## src/hdl/lswd_pkg.sv

```systemverilog
package lswd_pkg;

   localparam int unsigned TIME_BITS    = 12;
   localparam int unsigned ELAPSED_BITS = TIME_BITS + 1;
   localparam int unsigned COUNT_BITS   = TIME_BITS - 3;

   localparam logic [TIME_BITS-1:0] MIN_DEBOUNCE      = TIME_BITS'(50);
   localparam logic [TIME_BITS-1:0] FALLBACK_INTERVAL = TIME_BITS'(10);

   localparam logic [TIME_BITS-1:0] DEBOUNCE_RESET = TIME_BITS'(150);
   localparam logic [TIME_BITS-1:0] INTERVAL_RESET = TIME_BITS'(50);

   typedef enum logic {
      KIND_TICK    = 1'b0,
      KIND_TRIGGER = 1'b1
   } kind_type;

   typedef enum logic [1:0] {
      FORCE_LOW   = 2'd0,
      FORCE_HIGH  = 2'd1,
      FORCE_NONE  = 2'd2,
      FORCE_NONE3 = 2'd3
   } force_mode_type;

   typedef enum logic [1:0] {
      CSR_DEBOUNCE = 2'd0,
      CSR_INTERVAL = 2'd1,
      CSR_FORCE    = 2'd2,
      CSR_ENABLE   = 2'd3
   } csr_index_type;

   typedef struct packed {
      logic kind;
      logic pin_level;
   } req_type;

   typedef struct packed {
      logic lid_report;
      logic was_forced;
   } rsp_type;

   typedef struct packed {
      logic [TIME_BITS-1:0] debounce_ms;
      logic [TIME_BITS-1:0] interval_ms;
      logic [1:0]           force_mode;
      logic                 sensor_enable;
   } cfg_type;

   typedef struct packed {
      logic    valid;
      rsp_type rsp;
   } result_type;

endpackage

```

## src/hdl/lswd_window.sv

```systemverilog
module lswd_window (
   input  logic                clock,
   input  logic                reset,
   input  logic                step,
   input  lswd_pkg::req_type   item,
   input  lswd_pkg::cfg_type   cfg,
   output lswd_pkg::result_type result
);

   logic                                  pin_status_ff, pin_status_in;
   logic                                  saved_status_ff, saved_status_in;
   logic                                  busy_ff, busy_in;
   logic [lswd_pkg::TIME_BITS-1:0]        interval_count_ff, interval_count_in;
   logic [lswd_pkg::ELAPSED_BITS-1:0]     elapsed_ff, elapsed_in;
   logic [lswd_pkg::COUNT_BITS-1:0]       sample_total_ff, sample_total_in;
   logic [lswd_pkg::COUNT_BITS-1:0]       low_total_ff, low_total_in;

   logic [lswd_pkg::TIME_BITS-1:0]        eff_debounce;
   logic [lswd_pkg::TIME_BITS-1:0]        eff_interval;
   logic [lswd_pkg::ELAPSED_BITS-1:0]     count_next;
   logic                                  sample_now;
   logic [lswd_pkg::ELAPSED_BITS-1:0]     elapsed_next;
   logic [lswd_pkg::ELAPSED_BITS:0]       horizon;
   logic                                  close_now;
   logic [lswd_pkg::COUNT_BITS-1:0]       low_next;
   logic [lswd_pkg::COUNT_BITS-1:0]       sample_next;
   logic                                  mixed;
   logic                                  forced;

   assign eff_debounce = (cfg.debounce_ms < lswd_pkg::MIN_DEBOUNCE) ?
                         lswd_pkg::MIN_DEBOUNCE : cfg.debounce_ms;
   // Interval range check uses the raw debounce value, not the clamped one.
   assign eff_interval = (cfg.interval_ms < lswd_pkg::FALLBACK_INTERVAL ||
                          cfg.interval_ms > cfg.debounce_ms) ?
                         lswd_pkg::FALLBACK_INTERVAL : cfg.interval_ms;

   assign count_next   = {1'b0, interval_count_ff} + lswd_pkg::ELAPSED_BITS'(1);
   assign sample_now   = count_next >= {1'b0, eff_interval};
   assign elapsed_next = elapsed_ff + {1'b0, eff_interval};
   assign horizon      = {1'b0, elapsed_next} + {2'b00, eff_interval};
   assign close_now    = horizon > {2'b00, eff_debounce};
   assign low_next     = low_total_ff +
                         {{(lswd_pkg::COUNT_BITS-1){1'b0}}, ~item.pin_level};
   assign sample_next  = sample_total_ff + lswd_pkg::COUNT_BITS'(1);
   assign mixed        = (low_next != '0) && (low_next < sample_next);
   assign forced       = (cfg.force_mode == lswd_pkg::FORCE_LOW) ||
                         (cfg.force_mode == lswd_pkg::FORCE_HIGH);

   always_comb begin
      pin_status_in     = pin_status_ff;
      saved_status_in   = saved_status_ff;
      busy_in           = busy_ff;
      interval_count_in = interval_count_ff;
      elapsed_in        = elapsed_ff;
      sample_total_in   = sample_total_ff;
      low_total_in      = low_total_ff;
      result            = '0;
      if (step) begin
         if (item.kind == lswd_pkg::KIND_TRIGGER) begin
            if (!busy_ff) begin
               if (forced) begin
                  result.valid          = 1'b1;
                  result.rsp.lid_report = cfg.force_mode[0];
                  result.rsp.was_forced = 1'b1;
               end else if (cfg.sensor_enable) begin
                  // open window
                  saved_status_in   = pin_status_ff;
                  busy_in           = 1'b1;
                  interval_count_in = '0;
                  elapsed_in        = '0;
                  sample_total_in   = '0;
                  low_total_in      = '0;
               end
            end
         end else if (busy_ff) begin
            if (!sample_now) begin
               interval_count_in = count_next[lswd_pkg::TIME_BITS-1:0];
            end else begin
               interval_count_in = '0;
               elapsed_in        = elapsed_next;
               pin_status_in     = item.pin_level;
               low_total_in      = low_next;
               sample_total_in   = sample_next;
               if (close_now) begin
                  busy_in = 1'b0;
                  if (mixed) begin
                     // restore status, drop the window
                     pin_status_in = saved_status_ff;
                  end else begin
                     result.valid          = 1'b1;
                     result.rsp.lid_report = ~item.pin_level;
                     result.rsp.was_forced = 1'b0;
                  end
               end
            end
         end
      end
   end

   always_ff @(posedge clock) begin
      if (reset) begin
         pin_status_ff     <= 1'b0;
         saved_status_ff   <= 1'b0;
         busy_ff           <= 1'b0;
         interval_count_ff <= '0;
         elapsed_ff        <= '0;
         sample_total_ff   <= '0;
         low_total_ff      <= '0;
      end else begin
         pin_status_ff     <= pin_status_in;
         saved_status_ff   <= saved_status_in;
         busy_ff           <= busy_in;
         interval_count_ff <= interval_count_in;
         elapsed_ff        <= elapsed_in;
         sample_total_ff   <= sample_total_in;
         low_total_ff      <= low_total_in;
      end
   end

`ifndef SYNTHESIS
   a_close_on_tick: assert property (@(posedge clock) disable iff (reset)
      $fell(busy_ff) |-> $past(step) && ($past(item.kind) == lswd_pkg::KIND_TICK))
      else $error("window closed without a tick");

   a_normal_on_close: assert property (@(posedge clock) disable iff (reset)
      (result.valid && !result.rsp.was_forced) |-> (busy_ff && !busy_in))
      else $error("normal report outside window close");

   a_forced_idle: assert property (@(posedge clock) disable iff (reset)
      (result.valid && result.rsp.was_forced) |-> (!busy_ff && !busy_in))
      else $error("forced report during a window");
`endif

endmodule

```

## src/hdl/lswd_rsp_queue.sv

```systemverilog
module lswd_rsp_queue (
   input  logic              clock,
   input  logic              reset,
   input  logic              push,
   input  lswd_pkg::rsp_type push_data,
   output logic              room,
   output logic              rsp_valid,
   input  logic              rsp_stall,
   output lswd_pkg::rsp_type rsp_data
);

   lswd_pkg::rsp_type entry_ff [2];
   logic [1:0]        count_ff, count_in;
   logic              rd_ptr_ff, rd_ptr_in;
   logic              wr_ptr_ff, wr_ptr_in;
   logic              pop;

   assign room      = (count_ff != 2'd2);
   assign rsp_valid = (count_ff != 2'd0);
   assign rsp_data  = entry_ff[rd_ptr_ff];
   assign pop       = rsp_valid && !rsp_stall;

   always_comb begin
      count_in  = count_ff + 2'(push) - 2'(pop);
      rd_ptr_in = rd_ptr_ff ^ pop;
      wr_ptr_in = wr_ptr_ff ^ push;
   end

   always_ff @(posedge clock) begin
      if (push) begin
         entry_ff[wr_ptr_ff] <= push_data;
      end
   end

   always_ff @(posedge clock) begin
      if (reset) begin
         count_ff  <= 2'd0;
         rd_ptr_ff <= 1'b0;
         wr_ptr_ff <= 1'b0;
      end else begin
         count_ff  <= count_in;
         rd_ptr_ff <= rd_ptr_in;
         wr_ptr_ff <= wr_ptr_in;
      end
   end

`ifndef SYNTHESIS
   a_no_overflow: assert property (@(posedge clock) disable iff (reset)
      !(push && !room))
      else $error("push into full queue");

   a_count_range: assert property (@(posedge clock) disable iff (reset)
      count_ff != 2'd3)
      else $error("queue count out of range");

   a_ptr_gap: assert property (@(posedge clock) disable iff (reset)
      (count_ff == 2'd1) |-> (rd_ptr_ff != wr_ptr_ff))
      else $error("queue pointers disagree with count");
`endif

endmodule

```

## src/hdl/lid_switch_window_debouncer.sv

```systemverilog
// Channel   Direction  Handshake            Payload
// req_      in         req_valid/req_stall  req_data (kind, pin_level)
// rsp_      out        rsp_valid/rsp_stall  rsp_data (lid_report, was_forced)
// csr_      in         csr_valid/csr_ready  csr_index, csr_wdata
//
// One item per cycle while the result queue has room; an item is registered,
// processed once the queue has room; its result, if any, is visible next cycle.
// Synchronous active-high reset restores register defaults and closes any window.
// A two-entry result queue absorbs rsp_stall; req_stall rises only once it is full.
// csr_ready is always high; write registers only while no item is in flight.
module lid_switch_window_debouncer (
   input  logic                          clock,
   input  logic                          reset,
   input  logic                          req_valid,
   output logic                          req_stall,
   input  lswd_pkg::req_type             req_data,
   output logic                          rsp_valid,
   input  logic                          rsp_stall,
   output lswd_pkg::rsp_type             rsp_data,
   input  logic                          csr_valid,
   output logic                          csr_ready,
   input  lswd_pkg::csr_index_type       csr_index,
   input  logic [lswd_pkg::TIME_BITS-1:0] csr_wdata
);

   lswd_pkg::cfg_type    cfg_ff, cfg_in;
   logic                 in_valid_ff, in_valid_in;
   lswd_pkg::req_type    in_data_ff;
   logic                 room;
   logic                 advance;
   logic                 take;
   lswd_pkg::result_type result;

   assign csr_ready = 1'b1;

   always_comb begin
      cfg_in = cfg_ff;
      if (csr_valid) begin
         unique case (csr_index)
            lswd_pkg::CSR_DEBOUNCE: cfg_in.debounce_ms   = csr_wdata;
            lswd_pkg::CSR_INTERVAL: cfg_in.interval_ms   = csr_wdata;
            lswd_pkg::CSR_FORCE:    cfg_in.force_mode    = csr_wdata[1:0];
            lswd_pkg::CSR_ENABLE:   cfg_in.sensor_enable = csr_wdata[0];
         endcase
      end
   end

   always_ff @(posedge clock) begin
      if (reset) begin
         cfg_ff.debounce_ms   <= lswd_pkg::DEBOUNCE_RESET;
         cfg_ff.interval_ms   <= lswd_pkg::INTERVAL_RESET;
         cfg_ff.force_mode    <= lswd_pkg::FORCE_NONE;
         cfg_ff.sensor_enable <= 1'b1;
      end else begin
         cfg_ff <= cfg_in;
      end
   end

   // hold the input item while the result queue is full
   assign advance   = in_valid_ff && room;
   assign req_stall = in_valid_ff && !room;
   assign take      = req_valid && !req_stall;

   always_comb begin
      if (take) begin
         in_valid_in = 1'b1;
      end else if (advance) begin
         in_valid_in = 1'b0;
      end else begin
         in_valid_in = in_valid_ff;
      end
   end

   always_ff @(posedge clock) begin
      if (reset) begin
         in_valid_ff <= 1'b0;
      end else begin
         in_valid_ff <= in_valid_in;
      end
   end

   always_ff @(posedge clock) begin
      if (take) begin
         in_data_ff <= req_data;
      end
   end

   lswd_window u_window (
      .clock  (clock),
      .reset  (reset),
      .step   (advance),
      .item   (in_data_ff),
      .cfg    (cfg_ff),
      .result (result)
   );

   lswd_rsp_queue u_rsp_queue (
      .clock     (clock),
      .reset     (reset),
      .push      (result.valid),
      .push_data (result.rsp),
      .room      (room),
      .rsp_valid (rsp_valid),
      .rsp_stall (rsp_stall),
      .rsp_data  (rsp_data)
   );

`ifndef SYNTHESIS
   a_stall_needs_item: assert property (@(posedge clock) disable iff (reset)
      req_stall |-> in_valid_ff)
      else $error("stall without a held item");

   a_held_item_stable: assert property (@(posedge clock) disable iff (reset)
      (in_valid_ff && !advance) |=> (in_valid_ff && $stable(in_data_ff)))
      else $error("held input item lost or changed");

   a_result_from_step: assert property (@(posedge clock) disable iff (reset)
      result.valid |-> advance)
      else $error("result without a processed item");
`endif

endmodule
```

## config.mk

```make
export PLATFORM = sky130hd
export DESIGN_NAME = lid_switch_window_debouncer
export DESIGN_NICKNAME = d
export VERILOG_FILES = /design/src/hdl/lswd_pkg.sv /design/src/hdl/lswd_window.sv /design/src/hdl/lswd_rsp_queue.sv /design/src/hdl/lid_switch_window_debouncer.sv
export SDC_FILE = /design/constraint.sdc
export NUM_CORES = 1
export LEC_CHECK = 0
export BUFFER_PORTS_ARGS = -buffer_cell sky130_fd_sc_hd__buf_4
export CORE_UTILIZATION = 60
export CTS_CLUSTER_SIZE = 28
export DETAILED_ROUTE_END_ITERATION = 8
export PLACE_DENSITY_LB_ADDON = 0.15
export SETUP_SLACK_MARGIN = 0.5
export SLEW_MARGIN = 40
export SYNTH_ARGS = -nofsm -noshare
export SYNTH_HDL_FRONTEND = slang
export SYNTH_SLANG_ARGS = --single-unit
```

## constraint.sdc

```tcl
create_clock -name clock -period 8.22 [get_ports clock]
set_input_delay 2.466 -clock clock [delete_from_list [all_inputs] [get_ports clock]]
set_output_delay 2.466 -clock clock [all_outputs]
set_load 0.05 [all_outputs]
```

==> metrics.cfg <==
[sta]
fmax_ghz=0.139
setup-tns-final_ns=0
period_share_pct=87.6
slew_violations=0
tightest_slew_ns=0.782
max-slew-margin-rel_pct=47.4
period_needed_ns=7.20
setup_viol=0
hold_viol=0
finClkSkew_ns=0.0110
rsz0062_at_grt=false

[placement]
portBuffers=24
place_hpwl_um=10700
place.gp.congestion=0.922
dp_cells=869
dpl_cell_area_um2=6230

[setup_path]
cpPeakStageDelay_ns=0.48
cp.arrival_ns=7.47
critPathCaptureType=flip-flop
critPathLaunchType=flip-flop
required_ns=8.48
crit_path_frequent_cell=ha_1
crit_path_max_fanout=4
crit_type=flip-flop to flip-flop
crit_slowest_cell=a2111oi_4

[cells_and_area]
area_growth_pct=8.96
seqCellArea_um2=1700
layout.nets=848
multi_input_area_um2=4040
n_fill_cell=874
stdcell_count=888
drive_gt1_share_pct=9.93
diodes=0
final_cell_area_um2=6490
final_util_pct=67.1

[floorplanning]
dieArea_um2=10300
row_count=36
io_pins=26
start_util_pct=61.6
die_w_um=102
core_region_area_um2=9680
die_y_um=102

[yosys]
synth_top_area_share_pct=25.5
synthTopCellsByCount=nand2_1 (102), dfxtp_1 (76), ha_1 (75), a21oi_1 (59), nor2_1 (53)
synth.most_common_cell=nand2_1
synth_nets=828
synth_area_um2=5960
netlist_top_cells_area=dfxtp_1 (26%), ha_1 (16%), nand2_1 (6.4%)
ys_seq_elements=82
synth_ff_type=dfxtp_1
synth_edf_count=6
netlist_instances=730
ys_seq_area_share_pct=28.5
yosysWarningCount=0
synth_cell_type_count=70
syn_area_per_cell_um2=8.17
yosysTopAreaCell=dfxtp_1
async_flop_share_pct=0

[clock_network]
cts_tree=done
cts_max_path_buffers=2
cts.sinks=82
htreeDepth=3
insertion_delay_ns=0.38
numCtsBuffers=9
root_buffer=clkbuf_8
cts.clk_slew.worst_paths_ns=0.09

[routing]
wl_um=14100
drtIter0Drc=206
ant_nets=0
drc_errors=0
drt_pass1_iterations=5
vias=5261
wl_per_cell_um=15.8
vias_per_cell=5.92

[min_path]
min_path_type=flip-flop to flip-flop

[flow_run]
cap_violations=0

[global_route]
grt_pass1_vias=5030
grt_max_degree=46
grt_pass1_wl_um=23100
gr-usage-all-layers_pct=28.6
antenna_found_initial=0
grt.overflow.total=0

[run_status]
status=finished clean

[pwr]
vdd_drop_max_mv=0.158
leakage_nw=2.89
pwr_density_cell_nw_per_um2=154

==> logic make-up (layout without fill, tap and decap cells) <==
kind of cell,Yosys count,after routing,synth area share (%)
compound gates,179,179,20.5
buf+inv,67,92,4.43
simple gates,269,269,21.8
fa+ha+maj,78,78,16.6
other cells,1,1,0.0629
flops,82,82,28.5
mux,5,5,0.882
xor+xnor,49,49,7.20
==> cells in the final DEF (no fill, tap or decap), types with 12 or more instances in the layout <==
master and instances:
xnor2_1 29, inv_1 47, ha_1 75, a21o_1 12, xor2_1 20, a21oi_1 59
nor3_1 16, nand2_1 102, buf_4 29, dfxtp_1 75, nand3_1 27, a22o_1 13
nor2_1 53, o21ai_0 32
==> flip-flops by register name, indices dropped and copies added (netlist names) <==
signal and cells:
cfg_ff 27, u_window.busy_ff 1, u_window.elapsed_ff 13, in_data_ff 2, u_rsp_queue.entry_ff 4, u_window.sample_total_ff 9
u_rsp_queue.count_ff 2, u_window.interval_count_ff 12, u_rsp_queue.wr_ptr_ff 1, u_window.low_total_ff 9, u_rsp_queue.rd_ptr_ff 1, in_valid_ff 1
==> critical path, delay by kind of cell, from the launching register on <==
| family | cells | cell delay [ns] |
|---|---|---|
| buf+inv | 3 | 0.28 |
| fa+ha+maj | 6 | 1.64 |
| compound gates | 14 | 2.51 |
| flops | 1 | 0.42 |
| xor+xnor | 4 | 0.63 |
| simple gates | 10 | 1.60 |
==> layer usage <==
metal	GRT usage [%]	wire length [um]	up-vias
met3	5.66	543	27
met2	47.9	6810	110
met1	35.7	6330	2502
met4	12.6	393	0
met5	0	0	-
li1	-	-	2622
==> per-stage QoR <==
stage	worst slack, ns	power, mW	hold slack [ns]
final	1.02	0.999	0.479
after global routing	0.532	1.05	0.492
after CTS	0.534	0.998	0.478
after detailed placement	0.479	0.704	0.466
after global placement	0.897	0.695	0.460
after floorplan	1.50	0.636	0.445
==> worst paths after layout <==
path	slack, ns	from	cells past startpoint	to
min	0.48	cfg_ff[23]$_SDFFE_PP0P_	2	cfg_ff[23]$_SDFFE_PP0P_
max	1.02	cfg_ff[26]$_SDFFE_PP0P_	37	u_rsp_queue.count_ff[1]$_SDFF_PP0_
max reg2reg	1.02	cfg_ff[26]$_SDFFE_PP0P_	37	u_rsp_queue.count_ff[1]$_SDFF_PP0_
min reg2reg	0.48	cfg_ff[23]$_SDFFE_PP0P_	2	cfg_ff[23]$_SDFFE_PP0P_
==> power breakdown <==
group	switching, mW	internal, mW	leakage, nW	total, mW
clock network	0.154	0.140	0.0933	0.294
logic	0.161	0.111	2.13	0.272
registers	0.0161	0.417	0.665	0.433
==> what timing repair did <==
action	4_1_cts	5_1_grt
setup buffers	0	3
endpoints found under the setup margin	1	7
resized for setup	1	9
hold endpoints to repair	0	0
pin swaps	0	2
hold buffers	0	0
==> layout make-up <==
cell class | instances | area share (%)
multi-input combinational | 581 | 62.3
sequential | 82 | 26.2
timing repair buffer | 29 | 3.35
inverter | 47 | 2.72
tap | 133 | 2.56
clock buffer | 11 | 2.02
clock inverter | 5 | 0.867
Note: power is estimated with default switching activity, not from simulation.
